### src/design/u8u16_pkg.sv
// ----------------------------------------------------------------------------
// UTF-8 to UTF-16 transcoder package
// Shared payload types, job codes and constants for the transcoder blocks.
// ----------------------------------------------------------------------------
package u8u16_pkg;

	typedef struct packed {
		logic [7:0] in_byte;
		logic       end_of_string;
	} in_item_t;

	typedef struct packed {
		logic [15:0] code_unit;
		logic        error;
		logic        last;
	} out_item_t;

	localparam logic [1:0] JOB_UNIT  = 2'd0;
	localparam logic [1:0] JOB_PAIR  = 2'd1;
	localparam logic [1:0] JOB_ERROR = 2'd2;

	typedef struct packed {
		logic [1:0]  kind;
		logic [19:0] value;
		logic        last;
	} job_t;

	typedef struct packed {
		logic full;
		logic empty;
	} queue_status_t;

	localparam int QUEUE_DEPTH = 4;
	localparam int QUEUE_PTR_W = $clog2(QUEUE_DEPTH);
	localparam int QUEUE_CNT_W = $clog2(QUEUE_DEPTH + 1);

	localparam int CP_W = 31;

	localparam logic [CP_W-1:0] BMP_MAX    = 31'h0000FFFF;
	localparam logic [CP_W-1:0] PAIR_MAX   = 31'h000EFFFF;
	localparam logic [15:0]     HIGH_BASE  = 16'hD800;
	localparam logic [15:0]     LOW_BASE   = 16'hDC00;
	localparam logic [15:0]     HIGH_ADJ   = 16'h0040;
	localparam logic [7:0]      LEAD_MAX   = 8'hFD;
	localparam logic [7:0]      CONT_MAX   = 8'hBF;

endpackage

### src/design/u8u16_front.sv
// ----------------------------------------------------------------------------
// UTF-8 decoder front end
// Accepts bytes, tracks the partial code point and turns each finished
// character or string error into a job for the output queue.
// ----------------------------------------------------------------------------
module u8u16_front (
	input  logic                    clk,
	input  logic                    arst_n,
	input  logic                    in_valid,
	output logic                    in_ready,
	input  u8u16_pkg::in_item_t     in_data,
	input  u8u16_pkg::queue_status_t q_status,
	output logic                    push,
	output u8u16_pkg::job_t         push_job
);

	logic [u8u16_pkg::CP_W-1:0] partial_q;
	logic [2:0]                 expected_q;
	logic                       error_seen_q;

	logic [u8u16_pkg::CP_W-1:0] partial_n;
	logic [2:0]                 expected_n;
	logic                       error_seen_n;
	logic [u8u16_pkg::CP_W-1:0] cp;
	logic                       done;
	logic                       job_valid;
	logic [7:0]                 b;
	logic                       fire;

	assign b        = in_data.in_byte;
	assign in_ready = !q_status.full;
	assign fire     = in_valid && in_ready;
	assign push     = fire && job_valid;

	always_comb begin
		partial_n    = partial_q;
		expected_n   = expected_q;
		error_seen_n = error_seen_q;
		cp           = '0;
		done         = 1'b0;
		job_valid    = 1'b0;
		push_job     = '{kind: u8u16_pkg::JOB_UNIT, value: 20'd0, last: 1'b0};
		if (!error_seen_q) begin
			if (expected_q == 3'd0) begin
				if (!b[7]) begin
					cp   = {23'd0, b};
					done = 1'b1;
				end else if (!b[6] || b > u8u16_pkg::LEAD_MAX) begin
					error_seen_n = 1'b1;
				end else if (!b[5]) begin
					partial_n  = {26'd0, b[4:0]};
					expected_n = 3'd1;
				end else if (!b[4]) begin
					partial_n  = {27'd0, b[3:0]};
					expected_n = 3'd2;
				end else if (!b[3]) begin
					partial_n  = {28'd0, b[2:0]};
					expected_n = 3'd3;
				end else if (!b[2]) begin
					partial_n  = {29'd0, b[1:0]};
					expected_n = 3'd4;
				end else begin
					partial_n  = {30'd0, b[0]};
					expected_n = 3'd5;
				end
			end else begin
				if (!b[7] || b > u8u16_pkg::CONT_MAX) begin
					error_seen_n = 1'b1;
				end else begin
					partial_n  = {partial_q[u8u16_pkg::CP_W-7:0], b[5:0]};
					expected_n = expected_q - 3'd1;
					if (expected_n == 3'd0) begin
						cp        = partial_n;
						partial_n = '0;
						done      = 1'b1;
					end
				end
			end
			if (done) begin
				if (cp <= u8u16_pkg::BMP_MAX) begin
					job_valid     = 1'b1;
					push_job.kind  = u8u16_pkg::JOB_UNIT;
					push_job.value = cp[19:0];
					push_job.last  = in_data.end_of_string;
				end else if (cp <= u8u16_pkg::PAIR_MAX) begin
					job_valid     = 1'b1;
					push_job.kind  = u8u16_pkg::JOB_PAIR;
					push_job.value = cp[19:0];
					push_job.last  = in_data.end_of_string;
				end else begin
					error_seen_n = 1'b1;
				end
			end
		end
		if (in_data.end_of_string) begin
			if (error_seen_n || expected_n != 3'd0) begin
				job_valid     = 1'b1;
				push_job.kind  = u8u16_pkg::JOB_ERROR;
				push_job.value = 20'd0;
				push_job.last  = 1'b1;
			end
			partial_n    = '0;
			expected_n   = 3'd0;
			error_seen_n = 1'b0;
		end
	end

	always_ff @(posedge clk or negedge arst_n) begin
		if (!arst_n) begin
			partial_q    <= '0;
			expected_q   <= 3'd0;
			error_seen_q <= 1'b0;
		end else if (fire) begin
			partial_q    <= partial_n;
			expected_q   <= expected_n;
			error_seen_q <= error_seen_n;
		end
	end

endmodule

### src/design/u8u16_queue.sv
// ----------------------------------------------------------------------------
// Job queue
// Small first-in first-out buffer that decouples the decoder from the
// output sequencer.
// ----------------------------------------------------------------------------
module u8u16_queue (
	input  logic                     clk,
	input  logic                     arst_n,
	input  logic                     push,
	input  u8u16_pkg::job_t          push_job,
	input  logic                     pop,
	output u8u16_pkg::job_t          head,
	output u8u16_pkg::queue_status_t status
);

	u8u16_pkg::job_t                  mem_q [u8u16_pkg::QUEUE_DEPTH];
	logic [u8u16_pkg::QUEUE_PTR_W-1:0] wr_ptr_q;
	logic [u8u16_pkg::QUEUE_PTR_W-1:0] rd_ptr_q;
	logic [u8u16_pkg::QUEUE_CNT_W-1:0] count_q;

	assign head         = mem_q[rd_ptr_q];
	assign status.full  = (count_q == u8u16_pkg::QUEUE_CNT_W'(u8u16_pkg::QUEUE_DEPTH));
	assign status.empty = (count_q == '0);

	always_ff @(posedge clk) begin
		if (push) begin
			mem_q[wr_ptr_q] <= push_job;
		end
	end

	always_ff @(posedge clk or negedge arst_n) begin
		if (!arst_n) begin
			wr_ptr_q <= '0;
			rd_ptr_q <= '0;
			count_q  <= '0;
		end else begin
			if (push) begin
				wr_ptr_q <= wr_ptr_q + 1'b1;
			end
			if (pop) begin
				rd_ptr_q <= rd_ptr_q + 1'b1;
			end
			if (push && !pop) begin
				count_q <= count_q + 1'b1;
			end else if (pop && !push) begin
				count_q <= count_q - 1'b1;
			end
		end
	end

endmodule

### src/design/u8u16_back.sv
// ----------------------------------------------------------------------------
// Output sequencer
// Takes jobs from the queue and issues UTF-16 code units, splitting
// surrogate pairs over two output requests.
// ----------------------------------------------------------------------------
module u8u16_back (
	input  logic                     clk,
	input  logic                     arst_n,
	input  u8u16_pkg::job_t          head,
	input  u8u16_pkg::queue_status_t q_status,
	output logic                     pop,
	output logic                     out_valid,
	input  logic                     out_ready,
	output u8u16_pkg::out_item_t     out_data
);

	logic                 out_valid_q;
	u8u16_pkg::out_item_t out_q;
	logic                 low_pend_q;
	logic [15:0]          low_unit_q;
	logic                 low_last_q;
	logic                 load;
	logic [15:0]          high_unit;
	logic [15:0]          low_unit;

	assign out_valid = out_valid_q;
	assign out_data  = out_q;
	assign load      = !out_valid_q || out_ready;
	assign pop       = load && !low_pend_q && !q_status.empty;

	assign high_unit = u8u16_pkg::HIGH_BASE + {6'd0, head.value[19:10]} - u8u16_pkg::HIGH_ADJ;
	assign low_unit  = u8u16_pkg::LOW_BASE | {6'd0, head.value[9:0]};

	always_ff @(posedge clk) begin
		if (load) begin
			if (low_pend_q) begin
				out_q <= '{code_unit: low_unit_q, error: 1'b0, last: low_last_q};
			end else if (!q_status.empty) begin
				case (head.kind)
					u8u16_pkg::JOB_UNIT: begin
						out_q <= '{code_unit: head.value[15:0], error: 1'b0, last: head.last};
					end
					u8u16_pkg::JOB_PAIR: begin
						out_q      <= '{code_unit: high_unit, error: 1'b0, last: 1'b0};
						low_unit_q <= low_unit;
						low_last_q <= head.last;
					end
					default: begin
						out_q <= '{code_unit: 16'd0, error: 1'b1, last: 1'b1};
					end
				endcase
			end
		end
	end

	always_ff @(posedge clk or negedge arst_n) begin
		if (!arst_n) begin
			out_valid_q <= 1'b0;
			low_pend_q  <= 1'b0;
		end else if (load) begin
			if (low_pend_q) begin
				out_valid_q <= 1'b1;
				low_pend_q  <= 1'b0;
			end else if (!q_status.empty) begin
				out_valid_q <= 1'b1;
				low_pend_q  <= (head.kind == u8u16_pkg::JOB_PAIR);
			end else begin
				out_valid_q <= 1'b0;
			end
		end
	end

endmodule

### src/design/utf8_to_utf16_transcoder.sv
// ----------------------------------------------------------------------------
// UTF-8 to UTF-16 transcoder
// Converts a byte stream of UTF-8 strings into UTF-16 code units.
// ----------------------------------------------------------------------------
// The block takes one UTF-8 byte per cycle, with end_of_string on the last
// byte of each string. A character up to 0xFFFF gives one code unit, one up
// to 0xEFFFF gives a surrogate pair of two code units, and any invalid or
// unconvertible input gives a single error result on the last byte of the
// string. The decoder and the output sequencer meet at a four-entry job
// queue, so input runs at one byte per cycle until the output side, limited
// to one code unit per cycle, fills that queue.
module utf8_to_utf16_transcoder (
	input  logic                 clk,
	input  logic                 arst_n,
	input  logic                 in_valid,
	output logic                 in_ready,
	input  u8u16_pkg::in_item_t  in_data,
	output logic                 out_valid,
	input  logic                 out_ready,
	output u8u16_pkg::out_item_t out_data
);

	logic                     push;
	logic                     pop;
	u8u16_pkg::job_t          push_job;
	u8u16_pkg::job_t          head;
	u8u16_pkg::queue_status_t q_status;

	u8u16_front u_front (
		.clk      (clk),
		.arst_n   (arst_n),
		.in_valid (in_valid),
		.in_ready (in_ready),
		.in_data  (in_data),
		.q_status (q_status),
		.push     (push),
		.push_job (push_job)
	);

	u8u16_queue u_queue (
		.clk      (clk),
		.arst_n   (arst_n),
		.push     (push),
		.push_job (push_job),
		.pop      (pop),
		.head     (head),
		.status   (q_status)
	);

	u8u16_back u_back (
		.clk       (clk),
		.arst_n    (arst_n),
		.head      (head),
		.q_status  (q_status),
		.pop       (pop),
		.out_valid (out_valid),
		.out_ready (out_ready),
		.out_data  (out_data)
	);

endmodule

### config.mk
export PLATFORM = sky130hd
export DESIGN_NAME = utf8_to_utf16_transcoder
export DESIGN_NICKNAME = d
export VERILOG_FILES = /design/src/design/u8u16_pkg.sv /design/src/design/u8u16_front.sv /design/src/design/u8u16_queue.sv /design/src/design/u8u16_back.sv /design/src/design/utf8_to_utf16_transcoder.sv
export SDC_FILE = /design/constraint.sdc
export NUM_CORES = 1
export LEC_CHECK = 0
export ABC_AREA = 1
export ABC_CLOCK_PERIOD_IN_PS = 4300
export BUFFER_PORTS_ARGS = -buffer_cell sky130_fd_sc_hd__buf_2
export CORE_UTILIZATION = 58
export CTS_CLUSTER_SIZE = 28
export DETAILED_ROUTE_END_ITERATION = 7
export PLACE_DENSITY = 0.81
export SLEW_MARGIN = 30
export SYNTH_ARGS = -nofsm -noshare
export SYNTH_HDL_FRONTEND = slang
export SYNTH_SLANG_ARGS = --single-unit
### constraint.sdc
create_clock -name clk -period 4.3 [get_ports clk]
set_input_delay 0 -clock clk [delete_from_list [all_inputs] [get_ports clk]]
set_output_delay 0 -clock clk [all_outputs]
set_load 0.03 [all_outputs]
==> summary by stage <==
STA
Setup violations remaining at the end of the flow were counted as 0. Setup repair after global routing left no endpoint under its margin. The final number of hold-violating endpoints is 0.

The max-slew violation count is 0. Setup total negative slack on the finished layout was measured at 0 ns. Timing would allow up to 286.5 MHz. The relative max-transition margin is 0.4041. On the final layout, the worst hold slack is 0.05465 ns.

For the final database, setup skew stands at 0.006093 ns. Of the available clock period, the critical path in the final layout requires 0.8117. The pin slew with the least headroom to its limit is 0.8939 ns.

The minimum clock period after layout is 3.491 ns.

CTS
The quantity of hold-fixing buffers added after cts is 9. The clock insertion delay at the later pin of the skew report is 0.43 ns. The number of buffers created by CTS is 17. The longest clock path from root to sink contains 2 buffers. The CTS tree is yes. Post-CTS timing repair inserted 0 buffers for setup. The clock transition at the registers of the reported paths is 0.06 ns.

The clock tree synthesis step divided the H-tree into 4 levels. The tree is rooted in a sky130_fd_sc_hd__clkbuf_16. CTS saw 159 sinks. After clock tree synthesis, the repair step resized 0 gates.

Floorplanning
In this run the vertical extent of the chip is 111.4 um. For this configuration, the core starts out at a cell density of 0.6027. The floorplan step set the die width to 111.4 um. The placeable core region is 11,520 um2. The floorplan step defined a die boundary enclosing 12,410 um2. The number of rows in the core area is 39. The top-level port count is 33.

Outcome
The final reports fail on design-rule violations. The flow ran to the end, but the final reports show violations.

Yosys
The count of different cell masters after synthesis is 42. The share of synthesized area in the top cell type comes to 0.5235. The cell area after technology mapping is 6940 um2.

The commonest register cell after synthesis is sky130_fd_sc_hd__edfxtp_1. Yosys attributes the largest share of cell area to sky130_fd_sc_hd__edfxtp_1, sky130_fd_sc_hd__dfrtp_1, sky130_fd_sc_hd__nand2_1. Counting instances in the post-synthesis netlist gives the leading cell types as sky130_fd_sc_hd__edfxtp_1, sky130_fd_sc_hd__nand2_1, sky130_fd_sc_hd__nor2_1, sky130_fd_sc_hd__o21ai_0, sky130_fd_sc_hd__inv_1. The number of enable-type register cells in the synthesized netlist is 121. The mean area per synthesized cell is 11.16 um2.

The number of nets in the synthesized netlist is 645. The fraction of registers with async set/reset is 0.2390. The largest total area in the synthesized netlist belongs to sky130_fd_sc_hd__edfxtp_1. For this run, the register share of the synthesized area comes to 0.6605. The most repeated cell in the gate-level netlist after synthesis is sky130_fd_sc_hd__edfxtp_1. The total of warnings raised by yosys is 0. Counting flops and latches in the post-synthesis netlist gives 159.

After technology mapping, the gate count stands at 622.

Layout
Leaving out filler cells and counting taps, the final layout contains 824. In the final layout, the multi-input gates occupy 2021 um2. The post-synthesis to final-layout area growth is 15.86%. Across the whole layout, storage elements account for 4584 um2.

Of the cells placed in the final design, the portion with a size suffix greater than 1 is 0.1689. The filler cell count is 818. 0 antenna diodes ended up in the layout.

For this run, the post-layout net count is 691. The share of the core filled with cells is 0.6983.

Worst setup path
The category of the critical setup timing path is reg -> reg. The sort of element at the end of the critical path is a register. Data on the critical path arrives at its endpoint at 3.80 ns. Along the worst path, the maximum fanout reaches 10.

The worst setup path is launched from a register. Traced cell by cell, the critical path runs through inv_1 -> ha_1 -> ha_1 -> inv_1 -> a211oi_2 -> nand2_2 -> nand2_1 -> nand2_1 -> nor2_2 -> nand3_2 -> nand2_2 -> nand2_2 -> nand2_4 -> inv_1 -> ha_1 -> inv_1 -> fa_1 -> mux2_2. The largest single stage delay on the critical path is 0.43 ns. The data required time of the worst path is 4.61 ns. The most repeated library cell on the critical path is sky130_fd_sc_hd__inv_1. The slowest stage of the critical path is the sky130_fd_sc_hd__fa_1 cell.

Power and ir drop
The final total power is 6.395 mW. In this run the power density over the cells is 795.3 nW/um2. Across the VDD grid, the largest voltage drop is 0.0004200 V. The switching power of the nets is 2.378 mW.

For this design the static power due to leakage is 3.092 nW. The internal power contribution is 4.017 mW. Of the total power, registers draw 0.373. Of the total power, the share spent switching nets is 0.3718. The fraction of power consumed by combinational cells is 0.361. The proportion of power drawn by the clock network is 0.266.

Placed design
The cell count after placement is 782. Routability-driven placement finished with a final weighted congestion of 0.9519. The total half-perimeter wirelength after legalization and detailed placement is 9399 um.

Buffers placed on the I/O ports in this run total 32.

Global route
In the global route stage, overall resource usage came out at 0.2502. For this run the aggregate overflow at the end of global routing stands at 0. The number of antenna violations at the first check in global routing is 0. The largest net degree at the start of global routing is 48.

The via count of the first global-routing pass is 4,652. The wire length of the first global-routing pass is 23,180 um.

Detailed routing
After detailed routing, the number of remaining DRC violations is 10. The pre-antenna-repair detailed-routing pass consisted of 7 iterations. The vias per cell is 5.803.

The violation count after the first detailed-route iteration is 428. Across all layers, the routed design uses 4,782 vias. The post-route antenna net violation count is 0.

Summed over all layers, the routed wires come to 14,340 um. The post-detailed-route wirelength per cell is 17.40 um.

Flow run
The reported max-cap violation count is 0.

Worst hold path
The path class of the tightest hold or removal check is in -> async.
[per-layer routing]
layer | share of wire | global-route usage | vias to the layer above
met5 | 0 | 0 | -
met4 | 0.021 | 0.1225 | 0
met3 | 0.062 | 0.05661 | 34
met2 | 0.51 | 0.4283 | 200
met1 | 0.40 | 0.3008 | 2288
li1 | - | - | 2260
[cells by family (layout without fill, tap and decap cells)]
group / count (synthesis) / count (layout) / share of synthesized area
DFF: 159 / 159 / 0.6605
and+or+nand+nor: 235 / 235 / 0.1538
muxes: 1 / 1 / 0.001622
xor gates and xnor gates: 6 / 6 / 0.007572
AOI/OAI and AO/OA: 126 / 126 / 0.1071
buffers and inverters: 85 / 144 / 0.05030
adders and majority gates: 10 / 10 / 0.01911
[through the flow]
stage	setup slack, ns	cell area (um2)
floorplan	1.057	6940
global placement	1.119	7252
detailed placement	0.8919	7252
CTS	0.8695	8014
global route	0.5276	8041
finish	0.8095	8041
[registers in the layout (all words and copies together), names as in the netlist]
signal                cells
u_queue.mem_q            92
u_front.partial_q        25
u_back.out_data          18
u_back.low_unit_q        10
u_front.expected_q        3
u_queue.count_q           3
u_queue.rd_ptr_q          2
u_queue.wr_ptr_q          2
u_back.low_last_q         1
u_back.low_pend_q         1
u_back.out_valid          1
u_front.error_seen_q      1
[power groups by stage]
| stage | logic, mW | clock network (mW) | registers [mW] |
|---|---|---|---|
| floorplan | 1.51 | 0 | 2.56 |
| global placement | 2.16 | 0 | 2.39 |
| detailed placement | 2.26 | 0 | 2.41 |
| CTS | 2.29 | 1.71 | 2.39 |
| global route | 2.57 | 1.77 | 2.42 |
| finish | 2.31 | 1.70 | 2.39 |
[final timing paths]
| path | slack [ns] | from | depth (start not counted) | end |
|---|---|---|---|---|
| setup / recovery | 0.81 | u_front.expected_q[0] | 18 | u_queue.count_q[1] |
| hold / removal | 0.05 | arst_n | 2 | u_front.partial_q[23] |
| setup reg to reg | 0.81 | u_front.expected_q[0] | 18 | u_queue.count_q[1] |
| hold reg to reg | 0.53 | u_front.partial_q[22] | 2 | u_front.partial_q[22] |
| max in group asynchronous | 3.77 | arst_n | 3 | u_queue.count_q[0] |
| min in group clk | 0.06 | in_valid | 5 | u_front.expected_q[2] |
[placed cells by master (no fill, tap or decap), types with 2 or more instances in the layout]
| master | count |
|---|---|
| sky130_fd_sc_hd__dfrtp_1 | 38 |
| sky130_fd_sc_hd__nand3_1 | 27 |
| sky130_fd_sc_hd__a32o_1 | 4 |
| sky130_fd_sc_hd__nand4_1 | 7 |
| sky130_fd_sc_hd__nand2_2 | 5 |
| sky130_fd_sc_hd__o2111ai_1 | 2 |
| sky130_fd_sc_hd__nor3_2 | 9 |
| sky130_fd_sc_hd__edfxtp_1 | 121 |
| sky130_fd_sc_hd__xnor2_1 | 4 |
| sky130_fd_sc_hd__buf_2 | 32 |
| sky130_fd_sc_hd__xor2_1 | 2 |
| sky130_fd_sc_hd__nor2_4 | 2 |
| sky130_fd_sc_hd__clkbuf_1 | 2 |
| sky130_fd_sc_hd__nor3_1 | 4 |
| sky130_fd_sc_hd__a21oi_1 | 22 |
| sky130_fd_sc_hd__o21ai_1 | 3 |
| sky130_fd_sc_hd__o21ai_0 | 58 |
| sky130_fd_sc_hd__clkinv_2 | 3 |
| sky130_fd_sc_hd__o22ai_1 | 20 |
| sky130_fd_sc_hd__nor2_1 | 69 |
| sky130_fd_sc_hd__inv_1 | 55 |
| sky130_fd_sc_hd__a31oi_1 | 5 |
| sky130_fd_sc_hd__bufinv_16 | 6 |
| sky130_fd_sc_hd__clkinv_1 | 2 |
| sky130_fd_sc_hd__a22o_1 | 2 |
| sky130_fd_sc_hd__clkbuf_8 | 2 |
| sky130_fd_sc_hd__buf_4 | 12 |
| sky130_fd_sc_hd__clkbuf_16 | 17 |
| sky130_fd_sc_hd__nor2_2 | 15 |
| sky130_fd_sc_hd__nand2_1 | 94 |
| sky130_fd_sc_hd__dlygate4sd3_1 | 9 |
| sky130_fd_sc_hd__ha_1 | 9 |
| sky130_fd_sc_hd__o22a_1 | 2 |
[worst max-delay path: cells and delay by family (launching register included)]
kind            cells  cell delay [ns]
simple gates        8             0.74
compound gates      1             0.26
mux                 1             0.28
fa+ha+maj           4             1.18
buf+inv             4             0.49
flops               1             0.41
[cell type report]
type,instances,area share
multi-input combinational,378,0.2513
clock buffer,21,0.05726
clock inverter,11,0.02630
timing repair buffer,54,0.04574
sequential,159,0.5701
tap,143,0.02225
inverter,58,0.02707
Note: power is estimated with default switching activity, not from simulation.
